--- src/hdl/hec_pkg.sv ---
// shared types, constants and functions for the hamming encode/correct core
// no dependencies
`default_nettype none

package hec_pkg;

   localparam int unsigned MAX_DATA_BITS = 57;
   localparam int unsigned WORD_W        = 63;
   localparam int unsigned LEN_W         = 6;

   localparam logic [LEN_W-1:0] RESET_DATA_LEN = LEN_W'(MAX_DATA_BITS);
   localparam logic [LEN_W-1:0] RESET_CODE_LEN = 6'd63;

   localparam logic MODE_ENCODE = 1'b0;
   localparam logic MODE_DECODE = 1'b1;

   typedef struct packed {
      logic              mode;
      logic [WORD_W-1:0] word;
   } hec_req_type;

   typedef struct packed {
      logic [WORD_W-1:0] result_word;
      logic [LEN_W-1:0]  syndrome;
      logic              error_found;
      logic              syndrome_out_of_range;
   } hec_rsp_type;

   // data length and codeword length in effect
   typedef struct packed {
      logic [LEN_W-1:0] data_len;
      logic [LEN_W-1:0] code_len;
   } hec_len_type;

   // bring a written length into 1..MAX_DATA_BITS
   function automatic logic [LEN_W-1:0] clamp_len(input logic [LEN_W-1:0] v);
      logic [LEN_W-1:0] k;
      k = v;
      if (v == '0) begin
         k = LEN_W'(1);
      end else if (v > LEN_W'(MAX_DATA_BITS)) begin
         k = LEN_W'(MAX_DATA_BITS);
      end
      return k;
   endfunction

   // least r with 2^r >= k + r + 1 (condition is monotonic in r)
   function automatic logic [LEN_W-1:0] parity_count(input logic [LEN_W-1:0] k);
      logic [2:0] r;
      r = 3'd7;
      for (int i = 6; i >= 0; i--) begin
         if ((8'd1 << i) >= ({2'b00, k} + 8'(i) + 8'd1)) begin
            r = 3'(i);
         end
      end
      return {3'b000, r};
   endfunction

   // xor of the 1-based positions of all set bits
   function automatic logic [LEN_W-1:0] syndrome_of(input logic [WORD_W-1:0] w);
      logic [LEN_W-1:0] s;
      s = '0;
      for (int p = 1; p <= WORD_W; p++) begin
         if (w[p-1]) begin
            s = s ^ LEN_W'(p);
         end
      end
      return s;
   endfunction

endpackage

`default_nettype wire

--- src/hdl/hec_csr.sv ---
// length register: holds the message length and the derived codeword length
// depends on hec_pkg
`default_nettype none

module hec_csr (
   input  wire logic                     clock,
   input  wire logic                     reset,
   input  wire logic                     csr_valid,
   output logic                          csr_ready,
   input  wire logic [hec_pkg::LEN_W-1:0] csr_data,
   output hec_pkg::hec_len_type          len
);

   hec_pkg::hec_len_type len_ff;
   hec_pkg::hec_len_type len_in;
   logic [hec_pkg::LEN_W-1:0] k;

   assign csr_ready = 1'b1;

   always_comb begin
      k = hec_pkg::clamp_len(csr_data);
      len_in = len_ff;
      if (csr_valid) begin
         len_in.data_len = k;
         len_in.code_len = k + hec_pkg::parity_count(k);
      end
   end

   always_ff @(posedge clock) begin
      if (reset) begin
         len_ff.data_len <= hec_pkg::RESET_DATA_LEN;
         len_ff.code_len <= hec_pkg::RESET_CODE_LEN;
      end else begin
         len_ff <= len_in;
      end
   end

   assign len = len_ff;

endmodule

`default_nettype wire

--- src/hdl/hec_codec.sv ---
// combinational hamming encoder and single-error corrector
// depends on hec_pkg
`default_nettype none

module hec_codec (
   input  hec_pkg::hec_req_type req,
   input  hec_pkg::hec_len_type len,
   output hec_pkg::hec_rsp_type rsp
);

   logic [hec_pkg::WORD_W-1:0] kmask;
   logic [hec_pkg::WORD_W-1:0] nmask;
   logic [hec_pkg::WORD_W-1:0] placed;
   logic [hec_pkg::WORD_W-1:0] enc_word;
   logic [hec_pkg::WORD_W-1:0] dec_word;
   logic [hec_pkg::WORD_W-1:0] flip;
   logic [hec_pkg::LEN_W-1:0]  enc_syn;
   logic [hec_pkg::LEN_W-1:0]  dec_syn;
   logic [hec_pkg::LEN_W-1:0]  d;
   logic                       oor;

   always_comb begin
      for (int i = 0; i < hec_pkg::WORD_W; i++) begin
         kmask[i] = (hec_pkg::LEN_W'(i) < len.data_len);
         nmask[i] = (hec_pkg::LEN_W'(i) < len.code_len);
      end

      // spread data bits over the non-power-of-two positions
      d = '0;
      placed = '0;
      for (int p = 1; p <= hec_pkg::WORD_W; p++) begin
         if ((p & (p - 1)) != 0) begin
            placed[p-1] = req.word[d] & kmask[d];
            d = d + hec_pkg::LEN_W'(1);
         end
      end

      // parity bit 2^i takes bit i of the data position xor
      enc_syn = hec_pkg::syndrome_of(placed);
      enc_word = placed;
      for (int i = 0; i < hec_pkg::LEN_W; i++) begin
         enc_word[(1 << i) - 1] = enc_syn[i];
      end
      enc_word = enc_word & nmask;

      // decode: syndrome names the bad position
      dec_word = req.word & nmask;
      dec_syn  = hec_pkg::syndrome_of(dec_word);
      oor      = (dec_syn > len.code_len);
      for (int i = 0; i < hec_pkg::WORD_W; i++) begin
         flip[i] = (dec_syn == hec_pkg::LEN_W'(i + 1)) && !oor;
      end

      if (req.mode == hec_pkg::MODE_DECODE) begin
         rsp.result_word           = dec_word ^ flip;
         rsp.syndrome              = dec_syn;
         rsp.error_found           = (dec_syn != '0);
         rsp.syndrome_out_of_range = oor;
      end else begin
         rsp.result_word           = enc_word;
         rsp.syndrome              = '0;
         rsp.error_found           = 1'b0;
         rsp.syndrome_out_of_range = 1'b0;
      end
   end

endmodule

`default_nettype wire

--- src/hdl/hamming_encode_correct_core.sv ---
// top level of the hamming encode/correct core
// depends on hec_pkg, hec_csr and hec_codec
//
// usage
//  - req channel: one transaction carries mode and word; mode 0 encodes the
//    low message_length bits of word, mode 1 checks and corrects a codeword
//  - rsp channel: one transaction per request, in order, with the codeword,
//    syndrome and the two error flags
//  - csr channel: writes message_length (1..57, out-of-range values clamp);
//    write only while no request is in flight; csr_ready is always high
//  - path: an accepted request passes the input register, the codec logic and
//    the result register, in that order, before rsp_valid rises; while the
//    result register is full and stalled, the request waits in the input one
//  - throughput: one transaction per cycle while rsp_ready stays high; the
//    codec is a single pass of xor trees between the input and result registers
//  - reset: synchronous; empties both stages and sets message_length to 57
//  - stall: a held rsp keeps its payload; the input stage still takes a new
//    transaction while the result register is full, then req_ready drops
//    until rsp_ready frees the result register
`default_nettype none

module hamming_encode_correct_core (
   input  wire logic                      clock,
   input  wire logic                      reset,
   input  wire logic                      req_valid,
   output logic                           req_ready,
   input  hec_pkg::hec_req_type           req_data,
   output logic                           rsp_valid,
   input  wire logic                      rsp_ready,
   output hec_pkg::hec_rsp_type           rsp_data,
   input  wire logic                      csr_valid,
   output logic                           csr_ready,
   input  wire logic [hec_pkg::LEN_W-1:0] csr_data
);

   hec_pkg::hec_len_type len;

   // input stage
   logic                 in_valid_ff;
   logic                 in_valid_in;
   hec_pkg::hec_req_type in_data_ff;

   // result stage
   logic                 out_valid_ff;
   logic                 out_valid_in;
   hec_pkg::hec_rsp_type out_data_ff;
   hec_pkg::hec_rsp_type codec_rsp;

   logic out_load;
   logic in_load;

   hec_csr u_csr (
      .clock     (clock),
      .reset     (reset),
      .csr_valid (csr_valid),
      .csr_ready (csr_ready),
      .csr_data  (csr_data),
      .len       (len)
   );

   hec_codec u_codec (
      .req (in_data_ff),
      .len (len),
      .rsp (codec_rsp)
   );

   // result register takes the codec output when empty or being drained
   assign out_load  = in_valid_ff && (!out_valid_ff || rsp_ready);
   // input register refills when empty or when its item moves on
   assign req_ready = !in_valid_ff || out_load;
   assign in_load   = req_valid && req_ready;

   always_comb begin
      in_valid_in  = in_valid_ff;
      out_valid_in = out_valid_ff;
      if (out_load) begin
         in_valid_in = 1'b0;
      end
      if (in_load) begin
         in_valid_in = 1'b1;
      end
      if (rsp_ready) begin
         out_valid_in = 1'b0;
      end
      if (out_load) begin
         out_valid_in = 1'b1;
      end
   end

   always_ff @(posedge clock) begin
      if (reset) begin
         in_valid_ff  <= 1'b0;
         out_valid_ff <= 1'b0;
      end else begin
         in_valid_ff  <= in_valid_in;
         out_valid_ff <= out_valid_in;
      end
   end

   // payload registers, no reset needed
   always_ff @(posedge clock) begin
      if (in_load) begin
         in_data_ff <= req_data;
      end
      if (out_load) begin
         out_data_ff <= codec_rsp;
      end
   end

   assign rsp_valid = out_valid_ff;
   assign rsp_data  = out_data_ff;

endmodule

`default_nettype wire

--- config.mk ---
export PLATFORM = sky130hd
export DESIGN_NAME = hamming_encode_correct_core
export DESIGN_NICKNAME = d
export VERILOG_FILES = /design/src/hdl/hec_pkg.sv /design/src/hdl/hec_csr.sv /design/src/hdl/hec_codec.sv /design/src/hdl/hamming_encode_correct_core.sv
export SDC_FILE = /design/constraint.sdc
export NUM_CORES = 1
export LEC_CHECK = 0
export ABC_AREA = 1
export ABC_CLOCK_PERIOD_IN_PS = 10280
export BUFFER_PORTS_ARGS = -buffer_cell sky130_fd_sc_hd__buf_2
export CORE_AREA = 2 2 178 180
export DETAILED_ROUTE_END_ITERATION = 10
export DIE_AREA = 0 0 180 182
export SKIP_CTS_REPAIR_TIMING = 1
export SLEW_MARGIN = 20
export SYNTH_ARGS = -nofsm -noshare
export SYNTH_HDL_FRONTEND = slang
export SYNTH_HIERARCHICAL = 1
export SYNTH_SLANG_ARGS = --single-unit
--- constraint.sdc ---
create_clock -name clock -period 10.28 [get_ports clock]
set_input_delay 0 -clock clock [delete_from_list [all_inputs] [get_ports clock]]
set_output_delay 0 -clock clock [all_outputs]
set_load 0.05 [all_outputs]
**Yosys cells after proc, flatten, opt, wreduce, memory -nomap -nowiden**

Index checks and enable logic that the tools add are counted.

- Register bits after elaboration: 149
- Latch bits: 0
- Memory bits (writable): 0
- Memory bits (read-only): 0
- Input bits: 75
- Output and inout port bits: 74
- Word-level logic and storage cells: 602
- Memories kept: 0

- $add $sub $neg: 13
- Multipliers: 0
- Div/mod/pow operators: 0
- $lt $le $gt $ge: 129
- Equal/unequal tests: 63
- Shift-type cells: 0
- Muxes and demuxes: 135
- Bitwise operators: 178
- Reduce and logical (&&, ||, !) cells: 74

Operators with widths:

| operator | number |
|---|---|
| $mux W6 | 65 |
| $lt A6 B6 Y1 const A | 56 |
| $eq A6 B6 Y1 const B | 32 |
| $lt A5 B6 Y1 const A | 32 |
| $mux W5 | 31 |
| $and A63 B63 Y63 | 2 |
| $not A3 Y3 | 40 |
| $not A4 Y4 | 30 |
| $eq A6 B5 Y1 const B | 16 |
| $lt A4 B6 Y1 const A | 16 |
| $mux W71 | 1 |
| $logic_and A1 B1 Y1 | 65 |
| $xor A63 B63 Y63 | 1 |
| $mux W4 | 15 |
| $not A5 Y5 | 12 |
| $not A2 Y2 | 29 |
| $and A1 B1 Y1 | 57 |
| $add A8 B1 Y8 const B | 6 |
| $eq A6 B4 Y1 const B | 8 |
| $lt A3 B6 Y1 const A | 8 |
| $mux W3 | 12 |
| $eq A6 B3 Y1 const B | 4 |
| $lt A1 B6 Y1 const A | 4 |
| $lt A2 B6 Y1 const A | 4 |
| 24 further kinds | 46 |

**Logic depth before layout (Yosys ltp)**

- Word-level depth: 127
- Mapped depth: 36
- Gate-level depth less buffers: 33

**Hierarchy**

Netlist, hierarchy kept.

By module, submodules not included:

| module | instances | cells each | area an instance (um^2) | sequential area each (um^2) |
|---|---|---|---|---|
| hec_codec | 1 | 1698 | 8531.9 | 0.0 |
| hamming_encode_correct_core | 1 | 147 | 4145.2 | 4093.9 |
| hec_csr | 1 | 212 | 1377.6 | 240.2 |

**Least setup slack after synthesis**

Ideal clock, no wire load.

- Path kind: flip-flop to flip-flop
- Start: reg out_valid_ff, in the netlist rsp_valid
- End: reg out_data_ff, in the netlist rsp_data[0], enable pin
- Library setup time: 0.523 ns
- Arrival: 4.048 ns
- Required time: 9.757 ns
- Path slack: 5.709 ns
- Cell stages (with the launch flop): 2
- Buffers on the path: 0
- Clock period less this slack: 4.571 ns
- Path through: dfxtp_1 a21oi_1

- Cells in the longest elaborated chain, start to end: 3

Ends and longest elaborated chain:

| what | RTL line | text |
|---|---|---|
| start, declared | hamming_encode_correct_core.sv:44 | `logic out_valid_ff;` |
| start signal, assigned | hamming_encode_correct_core.sv:96 | `out_valid_ff <= out_valid_in;` |
| $logic_not A1 Y1 | hamming_encode_correct_core.sv:68 | `assign out_load = in_valid_ff && (!out_valid_ff \|\| rsp_ready);` |
| $logic_or A1 B1 Y1 | hamming_encode_correct_core.sv:68 |  |
| $logic_and A1 B1 Y1 | hamming_encode_correct_core.sv:68 |  |
| via out_load | hamming_encode_correct_core.sv:49 | `logic out_load;` |
| end signal, assigned | hamming_encode_correct_core.sv:106 | `out_data_ff <= codec_rsp;` |
| end, declared | hamming_encode_correct_core.sv:46 | `hec_pkg::hec_rsp_type out_data_ff;` |

The timed path passes the listed nets, and every way through them passes these cells.
A chain may end at the register's enable or synchronous reset.

==> metrics.cfg <==
[yosys]
ys_seq_area_share_pct = 30.8
syn_inst = 2057
yosysMostFrequentCell = nand2_1
syn_nets = 2158
synth_cell_types = 50
ys_async_sr_fraction_pct = 0
netlist_top_cells_count = nand2_1 (738), nand3_1 (292), inv_1 (183)
synth.top_cell.area_share_pct = 28.8
synth_top_area_cell = edfxtp_1
ys.flop_type = edfxtp_1
synth_seq_cells = 149
synth_edf_count = 135
yosys-top-cells-area = edfxtp_1 (29%), nand2_1 (20%), nand3_1 (10%)
netlist_area_um2 = 14100
avgSynthCellArea_um2 = 6.83
ys_warn_count = 6

[pwr]
switchingPower_uw = 1650
powerDensity_nw_per_um2 = 197
pwr-share-clk_pct = 21.1
seq_power_share_pct = 24.0
p_leak_uw = 0.00809
combPwrFrac_pct = 54.8
peakVddDrop_uv = 172
p_int_uw = 1580
p_sw_share_pct = 51.0

[detailed_routing]
drtIter0Drc = 2484
vias_per_cell = 5.96
wirelength_um = 68100
routedWlPerCell_um = 25.5
num_vias = 15900
ant_nets = 0
drcViolationCount = 0
drt_pass1_iterations = 7

[critical_path]
start_kind = flip-flop
cp_max_fo = 32
crit_required_ns = 10.58
path_common_cell = nand2_1
cpPeakStageDelay_ns = 0.99
cp_slowest_cell = dfxtp_1
crit_type = flip-flop to flip-flop
endpoint_kind = flip-flop
cp.arrival_ns = 6.64

[global_route]
antenna_found_initial = 3
grt_remaining_overflow = 0
grt_max_degree = 65
grtUsageTotal_pct = 40.2
grt_pass1_wl_um = 95300
first_global_vias = 14100

[clocking]
htreeDepth = 4
tritoncts = built
cts_buffers = 17
cts.clk_slew.worst_paths_ns = 0.07
clk_latency_ns = 0.45
clockRootBuffer = clkbuf_16
clock_sinks = 149
clockBufferDepth = 2

[sta]
finalSetupViolations = 0
rsz0062_at_grt = no
post-route-period-util_pct = 61.6
maxSlewViolCount = 0
setup_slack_ns = 3.95
holdWs_ns = 0.00343
fmax_ghz = 0.158
finalSetupTns_ns = 0
fin_skew_ns = 0.0133
final-hold-violation-count = 0
layout_min_cycle_time_ns = 6.33
slew-limit-headroom_pct = 12.7
worstMarginPinSlew_ns = 1.30

[status]
status = finished, final reports clean

[layout]
finish.utilization_pct = 52.9
syn_to_final_growth_pct = 16.6
drive_gt1_share_pct = 14.5
nNetsFinal = 2352
fillCellCount = 3090

[job]
cap_violations = 0

[placement]
dpl.hpwl_um = 53200
gp_congestion = 1.12
numPortBuffers = 147
place_ws_ns = 4.00

[floorplanning]
die_h_um = 182
ios = 149
core_um2 = 31000
die-area_um2 = 32800
die_w_um = 180
rows = 65
start_util_pct = 45.4

[worst_hold_path]
hold_path_class = primary input to flip-flop

==> final timing paths <==
kind	from	end	slack [ns]	cells after the start
setup reg to reg	u_csr/len[3]	rsp_data[63]	3.95	29
setup / recovery	u_csr/len[3]	rsp_data[63]	3.95	29
hold reg to reg	u_csr/len[6]	u_csr/len[6]	0.50	2
hold / removal	csr_data[5]	u_csr/len[11]	0.003	3
==> worst max-delay path, delay by kind of cell (launching register included) <==
kind,cells,cell delay (ns)
simple gates,20,3.59
flops,1,0.99
compound gates,5,0.77
buf+inv,3,0.48
fa+ha+maj,1,0.30
==> layout make-up <==
cell class              instances  area (um2)  area share (%)
clock inverters                15         194            1.18
inverters                     224         846            5.16
well taps                     402         503            3.07
multi-input cells            1638        8630            52.6
diodes                          1        2.50          0.0153
clock buffers                  17         425            2.59
repair buffers                221        1460            8.93
flip-flops and latches        149        4330            26.4
==> registers in the layout (all words and copies together), names as in the netlist <==
name         cells
rsp_data        71
rsp_valid        1
u_csr/len       12
in_valid_ff      1
in_data_ff      64
==> metal layers <==
layer	up-vias	routed length, um	GRT usage [%]	part of all wire [%]
met3	238	7600	8.90	11
met5	-	26	0	0.038
met1	7423	26900	53.0	40
li1	7058	-	-	-
met2	1159	29100	61.2	43
met4	4	4420	22.5	6.5
==> cell families after synthesis <==
logic type | synth area share (%)
adder cells (fa/ha/maj) | 2.37
flip-flops | 30.8
other | 0.0267
AND/OR/NAND/NOR | 41.7
buffers and inverters | 7.94
XOR/XNOR | 11.7
multiplexers | 0.0801
AO/OA/AOI/OAI | 5.37
==> stage by stage <==
stage                     instance area [um2]  power [uW]  cells
final                                   16400        3230   2667
after global routing                    16400        3380   2666
after CTS                               15700        3140   2597
after detailed placement                15100        2460   2565
after global placement                  15100        2450   2565
after floorplan                         14100        2010   2057
==> cells in the final DEF, fill, tap and decap left out, types with 14 or more instances in the layout <==
master and instances:
nor2_2 19, ha_1 25, nor2_1 101, nand3b_1 16, nand2_1 738, a21oi_1 43
dfxtp_1 14, nand3_1 292, o21ai_0 37, nand2_2 25, nor2_4 25, nand4_1 32
edfxtp_1 135, xnor2_1 58, o21ai_1 29, dlygate4sd3_1 69, nand3_2 14, clkbuf_16 17
buf_2 147, xor2_1 129, inv_1 182, inv_2 32
==> power groups by stage <==
stage | Sequential, uW | Clock, uW | Combinational, uW
after CTS | 773 | 685 | 1690
after global routing | 777 | 716 | 1890
final | 776 | 682 | 1770
after floorplan | 845 | 0 | 1160
after global placement | 787 | 0 | 1660
after detailed placement | 786 | 0 | 1680
Power figures use the tool's default switching activity.
